## config.mk

```make
export PLATFORM = sky130hd
export DESIGN_NAME = sha1_stream_hash
export DESIGN_NICKNAME = d
export VERILOG_FILES = /design/src/rtl/sha1sh_pkg.sv /design/src/rtl/sha1sh_core.sv /design/src/rtl/sha1sh_ctrl.sv /design/src/rtl/sha1_stream_hash.sv
export SDC_FILE = /design/constraint.sdc
export NUM_CORES = 2
export LEC_CHECK = 0
export BUFFER_PORTS_ARGS = -buffer_cell sky130_fd_sc_hd__buf_4
export CAP_MARGIN = 0
export CORE_MARGIN = 5
export CORE_UTILIZATION = 50
export CTS_BUF_LIST = sky130_fd_sc_hd__clkbuf_16
export CTS_CLUSTER_SIZE = 16
export DETAILED_ROUTE_END_ITERATION = 7
export GPL_TIMING_DRIVEN = 1
export PLACE_DENSITY = 0.65
export SLEW_MARGIN = 20
export SYNTH_ARGS = -nofsm -noshare
export SYNTH_HDL_FRONTEND = slang
export SYNTH_SLANG_ARGS = --single-unit
```

## constraint.sdc

```tcl
create_clock -name clk -period 7.95 [get_ports clk]
set_input_delay 1.59 -clock clk [delete_from_list [all_inputs] [get_ports clk]]
set_output_delay 1.59 -clock clk [all_outputs]
set_load 0.01 [all_outputs]
```

## src/rtl/sha1sh_pkg.sv

```systemverilog
`timescale 1ns / 1ps
// ----------------------------------------------------------------------------
// SHA-1 stream hash package
// Shared payload types, command and status structs and hash constants.
// ----------------------------------------------------------------------------
package sha1sh_pkg;

  typedef struct packed {
    logic [7:0] data_byte;
    logic       byte_valid;
    logic       last;
  } in_item_t;

  typedef struct packed {
    logic [31:0] digest_word;
    logic [2:0]  word_index;
    logic        last_word;
  } out_item_t;

  typedef enum logic [1:0] {
    SEL_DATA = 2'd0,
    SEL_PAD  = 2'd1,
    SEL_ZERO = 2'd2,
    SEL_LEN  = 2'd3
  } byte_sel_t;

  typedef enum logic [1:0] {
    PH_CH  = 2'd0,
    PH_P1  = 2'd1,
    PH_MAJ = 2'd2,
    PH_P2  = 2'd3
  } round_phase_t;

  typedef struct packed {
    logic         put_en;
    byte_sel_t    put_sel;
    logic         count_en;
    logic         round_en;
    round_phase_t phase;
    logic         fin_en;
    logic         reinit;
    logic [2:0]   out_index;
  } core_cmd_t;

  typedef struct packed {
    logic pos_63;
    logic pos_55;
  } core_stat_t;

  localparam logic [31:0] H0_INIT = 32'h67452301;
  localparam logic [31:0] H1_INIT = 32'hEFCDAB89;
  localparam logic [31:0] H2_INIT = 32'h98BADCFE;
  localparam logic [31:0] H3_INIT = 32'h10325476;
  localparam logic [31:0] H4_INIT = 32'hC3D2E1F0;

  localparam logic [31:0] K_CH  = 32'h5A827999;
  localparam logic [31:0] K_P1  = 32'h6ED9EBA1;
  localparam logic [31:0] K_MAJ = 32'h8F1BBCDC;
  localparam logic [31:0] K_P2  = 32'hCA62C1D6;

  localparam logic [7:0] PAD_BYTE    = 8'h80;
  localparam int         ROUND_COUNT = 80;
  localparam int         DIGEST_WORDS = 5;

endpackage

```

## src/rtl/sha1sh_core.sv

```systemverilog
`timescale 1ns / 1ps
// ----------------------------------------------------------------------------
// SHA-1 stream hash datapath
// Message schedule window, round registers, chaining words and bit counter.
// ----------------------------------------------------------------------------
module sha1sh_core (
  input  logic                   clk,
  input  logic                   rst,
  input  sha1sh_pkg::core_cmd_t  cmd,
  input  logic [7:0]             data_byte,
  output sha1sh_pkg::core_stat_t stat,
  output logic [31:0]            digest_word
);
  import sha1sh_pkg::*;

  logic [31:0] w [16];
  logic [31:0] hash [5];
  logic [31:0] va, vb, vc, vd, ve;
  logic [63:0] bit_count;
  logic [5:0]  pos;

  logic [7:0]  put_byte;
  logic [31:0] f_val, k_val, t_val, w_new;

  always_comb begin
    unique case (cmd.put_sel)
      SEL_DATA: put_byte = data_byte;
      SEL_PAD:  put_byte = PAD_BYTE;
      SEL_ZERO: put_byte = 8'h00;
      SEL_LEN:  put_byte = 8'(bit_count >> {~pos[2:0], 3'b000});
      default:  put_byte = 8'h00;
    endcase
  end

  always_comb begin
    unique case (cmd.phase)
      PH_CH: begin
        f_val = (vb & vc) | (~vb & vd);
        k_val = K_CH;
      end
      PH_P1: begin
        f_val = vb ^ vc ^ vd;
        k_val = K_P1;
      end
      PH_MAJ: begin
        f_val = (vb & vc) | (vb & vd) | (vc & vd);
        k_val = K_MAJ;
      end
      PH_P2: begin
        f_val = vb ^ vc ^ vd;
        k_val = K_P2;
      end
      default: begin
        f_val = 32'h0;
        k_val = 32'h0;
      end
    endcase
  end

  assign t_val = {va[26:0], va[31:27]} + f_val + ve + k_val + w[0];

  always_comb begin
    logic [31:0] x;
    x     = w[13] ^ w[8] ^ w[2] ^ w[0];
    w_new = {x[30:0], x[31]};
  end

  assign stat.pos_63 = (pos == 6'd63);
  assign stat.pos_55 = (pos == 6'd55);
  assign digest_word = hash[cmd.out_index];

  always_ff @(posedge clk) begin
    if (cmd.put_en) begin
      w[pos[5:2]][{~pos[1:0], 3'b000} +: 8] <= put_byte;
    end else if (cmd.round_en) begin
      for (int i = 0; i < 15; i++) begin
        w[i] <= w[i + 1];
      end
      w[15] <= w_new;
    end
  end

  always_ff @(posedge clk) begin
    if (cmd.put_en && stat.pos_63) begin
      va <= hash[0];
      vb <= hash[1];
      vc <= hash[2];
      vd <= hash[3];
      ve <= hash[4];
    end else if (cmd.round_en) begin
      va <= t_val;
      vb <= va;
      vc <= {vb[1:0], vb[31:2]};
      vd <= vc;
      ve <= vd;
    end
  end

  always_ff @(posedge clk) begin
    if (rst || cmd.reinit) begin
      hash[0]   <= H0_INIT;
      hash[1]   <= H1_INIT;
      hash[2]   <= H2_INIT;
      hash[3]   <= H3_INIT;
      hash[4]   <= H4_INIT;
      bit_count <= 64'd0;
    end else begin
      if (cmd.fin_en) begin
        hash[0] <= hash[0] + va;
        hash[1] <= hash[1] + vb;
        hash[2] <= hash[2] + vc;
        hash[3] <= hash[3] + vd;
        hash[4] <= hash[4] + ve;
      end
      if (cmd.count_en) begin
        bit_count <= bit_count + 64'd8;
      end
    end
  end

  always_ff @(posedge clk) begin
    if (rst) begin
      pos <= 6'd0;
    end else if (cmd.put_en) begin
      pos <= pos + 6'd1;
    end
  end

endmodule

```

## src/rtl/sha1sh_ctrl.sv

```systemverilog
`timescale 1ns / 1ps
// ----------------------------------------------------------------------------
// SHA-1 stream hash controller
// Sequences byte intake, padding, compression rounds and digest output.
// ----------------------------------------------------------------------------
module sha1sh_ctrl (
  input  logic                   clk,
  input  logic                   rst,
  input  logic                   in_valid,
  input  sha1sh_pkg::in_item_t   in_data,
  output logic                   in_stall,
  output logic                   out_valid,
  input  logic                   out_stall,
  input  sha1sh_pkg::core_stat_t stat,
  output sha1sh_pkg::core_cmd_t  cmd
);
  import sha1sh_pkg::*;

  typedef enum logic [6:0] {
    S_IDLE   = 7'b0000001,
    S_PAD80  = 7'b0000010,
    S_PADZ   = 7'b0000100,
    S_PADLEN = 7'b0001000,
    S_ROUND  = 7'b0010000,
    S_FIN    = 7'b0100000,
    S_OUT    = 7'b1000000
  } state_t;

  localparam logic [6:0] LAST_ROUND = 7'(ROUND_COUNT - 1);
  localparam logic [2:0] LAST_WORD  = 3'(DIGEST_WORDS - 1);

  state_t     state, state_next;
  state_t     ret_state, ret_state_next;
  logic [6:0] rnd, rnd_next;
  logic [2:0] widx, widx_next;
  logic       in_xfer, out_xfer;

  assign in_stall  = (state != S_IDLE);
  assign out_valid = (state == S_OUT);
  assign in_xfer   = in_valid && !in_stall;
  assign out_xfer  = out_valid && !out_stall;

  always_comb begin
    state_next     = state;
    ret_state_next = ret_state;
    rnd_next       = rnd;
    widx_next      = widx;
    cmd            = '0;
    cmd.put_sel    = SEL_DATA;
    cmd.out_index  = widx;
    if (rnd < 7'd20) begin
      cmd.phase = PH_CH;
    end else if (rnd < 7'd40) begin
      cmd.phase = PH_P1;
    end else if (rnd < 7'd60) begin
      cmd.phase = PH_MAJ;
    end else begin
      cmd.phase = PH_P2;
    end
    unique case (state)
      S_IDLE: begin
        if (in_xfer) begin
          if (in_data.byte_valid) begin
            cmd.put_en   = 1'b1;
            cmd.count_en = 1'b1;
          end
          if (in_data.byte_valid && stat.pos_63) begin
            state_next     = S_ROUND;
            rnd_next       = 7'd0;
            ret_state_next = in_data.last ? S_PAD80 : S_IDLE;
          end else if (in_data.last) begin
            state_next = S_PAD80;
          end
        end
      end
      S_PAD80, S_PADZ: begin
        cmd.put_en  = 1'b1;
        cmd.put_sel = (state == S_PAD80) ? SEL_PAD : SEL_ZERO;
        if (stat.pos_63) begin
          state_next     = S_ROUND;
          rnd_next       = 7'd0;
          ret_state_next = S_PADZ;
        end else if (stat.pos_55) begin
          state_next = S_PADLEN;
        end else begin
          state_next = S_PADZ;
        end
      end
      S_PADLEN: begin
        cmd.put_en  = 1'b1;
        cmd.put_sel = SEL_LEN;
        if (stat.pos_63) begin
          state_next     = S_ROUND;
          rnd_next       = 7'd0;
          ret_state_next = S_OUT;
        end
      end
      S_ROUND: begin
        cmd.round_en = 1'b1;
        rnd_next     = rnd + 7'd1;
        if (rnd == LAST_ROUND) begin
          state_next = S_FIN;
        end
      end
      S_FIN: begin
        cmd.fin_en = 1'b1;
        state_next = ret_state;
        widx_next  = 3'd0;
      end
      S_OUT: begin
        if (out_xfer) begin
          widx_next = widx + 3'd1;
          if (widx == LAST_WORD) begin
            cmd.reinit = 1'b1;
            state_next = S_IDLE;
          end
        end
      end
      default: begin
        state_next = S_IDLE;
      end
    endcase
  end

  always_ff @(posedge clk) begin
    if (rst) begin
      state     <= S_IDLE;
      ret_state <= S_IDLE;
      rnd       <= 7'd0;
      widx      <= 3'd0;
    end else begin
      state     <= state_next;
      ret_state <= ret_state_next;
      rnd       <= rnd_next;
      widx      <= widx_next;
    end
  end

endmodule

```

## src/rtl/sha1_stream_hash.sv

```systemverilog
`timescale 1ns / 1ps
// ----------------------------------------------------------------------------
// SHA-1 stream hash
// Hashes a byte stream and returns the 160-bit digest as five words.
// ----------------------------------------------------------------------------
// Each input transfer carries at most one message byte and a flag that ends
// the message. Every 64th byte starts a compression that runs 80 rounds, one
// round per cycle, and then folds the result into the chaining words. The
// input is stalled while padding, rounds, the fold or the digest output run.
// Ending a message pads one byte per cycle (up to 72 bytes and one or two
// compressions) and then presents the digest as five output transfers, H0
// first, after which the block is ready for the next message.
module sha1_stream_hash (
  input  logic                  clk,
  input  logic                  rst,
  input  logic                  in_valid,
  input  sha1sh_pkg::in_item_t  in_data,
  output logic                  in_stall,
  output logic                  out_valid,
  output sha1sh_pkg::out_item_t out_data,
  input  logic                  out_stall
);
  import sha1sh_pkg::*;

  core_cmd_t   cmd;
  core_stat_t  stat;
  logic [31:0] digest_word;

  sha1sh_ctrl u_ctrl (
    .clk      (clk),
    .rst      (rst),
    .in_valid (in_valid),
    .in_data  (in_data),
    .in_stall (in_stall),
    .out_valid(out_valid),
    .out_stall(out_stall),
    .stat     (stat),
    .cmd      (cmd)
  );

  sha1sh_core u_core (
    .clk        (clk),
    .rst        (rst),
    .cmd        (cmd),
    .data_byte  (in_data.data_byte),
    .stat       (stat),
    .digest_word(digest_word)
  );

  assign out_data.digest_word = digest_word;
  assign out_data.word_index  = cmd.out_index;
  assign out_data.last_word   = (cmd.out_index == 3'(DIGEST_WORDS - 1));

endmodule

```

==> qor.yml <==
ir_worst_vdd_mv: 0.155
die-area_um2: 111000
synth_edf_count: 832
synth_top_area_frac: 0.478
tns_ns: 0
r2r_slack_ns: 0.88
post_cts_buffers: 0
path_class: "flop to flop"
outcome: "finished, final reports clean"
first_global_vias: 35642
fin_skew_ns: 0.0448
grt_antenna_before_repair: 0
syn_area_um2: 52300
yosysMostFrequentCell: "edfxtp_1"
cts-resized-gates: 0
insertion_delay_ns: 0.70
clk_path_buf_depth: 3
power_uw: 11000
layout_min_cycle_time_ns: 7.07
p_leak_uw: 0.0252
cts_hold_buf: 0
finalSetupViolCount: 0
synth_area_per_cell_um2: 11.1
place_congestion: 0.912
worst_pin_slew_ns: 1.16
overflow: 0
antenna_left: 0
max_freq_mhz: 141
fp.dieH_um: 333
grt_max_degree: 212
async_flop_share: 0
area_growth_pct: 10.2
root_buffer: "clkbuf_16"
synth.net_count: 5098
insertedDiodeCount: 0
cts_buffers: 100
powerDensity_nw_per_um2: 190
core_um2: 104000
slew-limit-headroom: 0.227
cts_max_level: 3
yosys.area.top_type: "edfxtp_1"
via_count: 36330
drive_above_1_share: 0.0896
hold_violations: 0
portBuffers: 51
drt_iter0_markers: 3077
crit_required_ns: 8.35
cts_tree: "yes"
grt_pass1_wl_um: 212000
start_kind: "flop"
crit_fanout: 15
ys.flop_type: "edfxtp_1"
synth.area.top_cells: "edfxtp_1 48%, a21o_1 7.2%, ha_1 5.6%"
die_w_um: 333
clk_pin_slew_ns: 0.06
maxSlewViolCount: 0
drv_cap: 0
synth.distinct_cells: 88
dp_hpwl_um: 97300
num_rows: 118
synth_seq_cells: 923
initial_core_util: 0.504
hold_path.class: "flop to flop"
finalWirelength_um: 138000
drt-pass1-iter-count: 7
via_per_inst: 5.85
wl_per_cell_um: 22.1
cts.sinks: 923
fin_crit_sh: 0.889
track_usage: 0.243
arrival_ns: 7.47
synth_common_cells: "832 x edfxtp_1, 708 x nand2_1, 499 x a21o_1, 276 x nor2_1, 272 x inv_1"
nets: 5118
drc: 0
worstSetupEndpointType: "flop"
syn_inst: 4724
ios: 52
yosysWarnings: 0
rsz0062_at_grt: "no"
seq_area_frac_synth: 0.512
## flip-flops by register name, summed over array words and instances, names as in the netlist, named ones only
name / flops
u_core.vd: 32
u_core.w: 512
u_ctrl.widx: 3
u_ctrl.rnd: 7
u_core.pos: 6
u_core.hash: 160
u_core.bit_count: 61
u_core.vb: 32
u_core.va: 32
u_core.ve: 32
u_ctrl.state: 7
u_core.vc: 32
u_ctrl.ret_state: 4
## path summary, 6_finish.rpt
kind,depth (start not counted),end,from
min reg2reg,2,u_ctrl.ret_state[2],u_ctrl.ret_state[2]
max reg2reg,23,u_core.va[30],u_ctrl.rnd[3]
min,2,u_ctrl.ret_state[2],u_ctrl.ret_state[2]
max,23,u_core.va[30],u_ctrl.rnd[3]
## critical path, stage by stage (launching register included)
cell and delay (ns):
dfxtp_1 0.36, nor2_1 0.16, inv_1 0.05, a21oi_1 0.45, ha_2 0.37, inv_1 0.36, a211oi_1 0.39, nor2_1 0.09
fa_1 0.49, fa_1 0.53, inv_1 0.06, fa_1 0.56, inv_1 0.06, ha_1 0.29, a21oi_1 0.20, o21bai_1 0.12
nor4_1 0.39, o32ai_1 0.29, o41ai_2 0.39, o21ai_0 0.23, or4_1 0.44, a31oi_1 0.22, xor2_1 0.17, o21ai_0 0.10
## cell type report
cell class	instances	area, µm²
tap	1380	1730
sequential	923	26800
clock buffer	101	2530
timing repair buffer	154	1210
inverter	273	1030
fill	8868	46100
multi-input combinational	3292	23600
clock inverter	88	767
## cells in the final DEF, fill, tap and decap left out, types with 15 or more instances in the layout
master	count
mux4_2	45
nand3_1	61
xor2_1	118
o21ai_1	20
a21o_1	498
fa_1	125
clkinv_2	23
mux2_2	33
and3_1	38
ha_1	233
a221o_1	15
inv_1	293
nor3_1	49
nor2_1	272
nand4_1	20
nand2_1	706
buf_4	150
nand2b_1	41
nor2b_1	43
dfxtp_1	88
a221oi_1	23
o31ai_1	25
a211oi_1	34
clkbuf_16	101
a21oi_1	202
or3_1	32
clkinv_1	23
o21a_1	28
a31oi_1	22
o21ai_0	215
o22ai_1	17
edfxtp_1	832
o21bai_1	21
xnor2_1	183
## layer usage
layer	wire length, µm	track usage
met5	0	0
met4	4900	0.0836
met3	8340	0.0312
met1	59700	0.342
met2	64600	0.392
## logic make-up after synthesis
family                   Yosys count  share of synthesized area
multiplexers                      88                     0.0284
XOR/XNOR                         301                     0.0504
adder cells (fa/ha/maj)          360                      0.104
flip-flops                       923                      0.512
AO/OA/AOI/OAI                   1187                      0.152
buffers and inverters            509                     0.0381
AND/OR/NAND/NOR                 1356                      0.115
## power breakdown
part | internal, µW | leakage, µW | total (µW) | switching, µW
combinational | 360 | 0.0150 | 859 | 498
sequential | 5370 | 0.00852 | 5420 | 48.6
clock | 2650 | 0.00170 | 4670 | 2020
total | 8380 | 0.0252 | 11000 | 2570
## per-stage QoR
stage | instances | utilization | setup slack (ns) | hold WS [ns] | area [µm²]
floorplan | 4724 | - | 1.21 | 0.433 | 52300
global placement | 6022 | 0.524 | 1.17 | 0.441 | 54300
detailed placement | 6022 | 0.524 | 0.991 | 0.454 | 54300
CTS | 6211 | 0.555 | 0.926 | 0.463 | 57600
global route | 6211 | 0.555 | 0.479 | 0.471 | 57600
finish | 6211 | 0.555 | 0.879 | 0.463 | 57600
No activity file was read; power rests on OpenSTA's default activity.
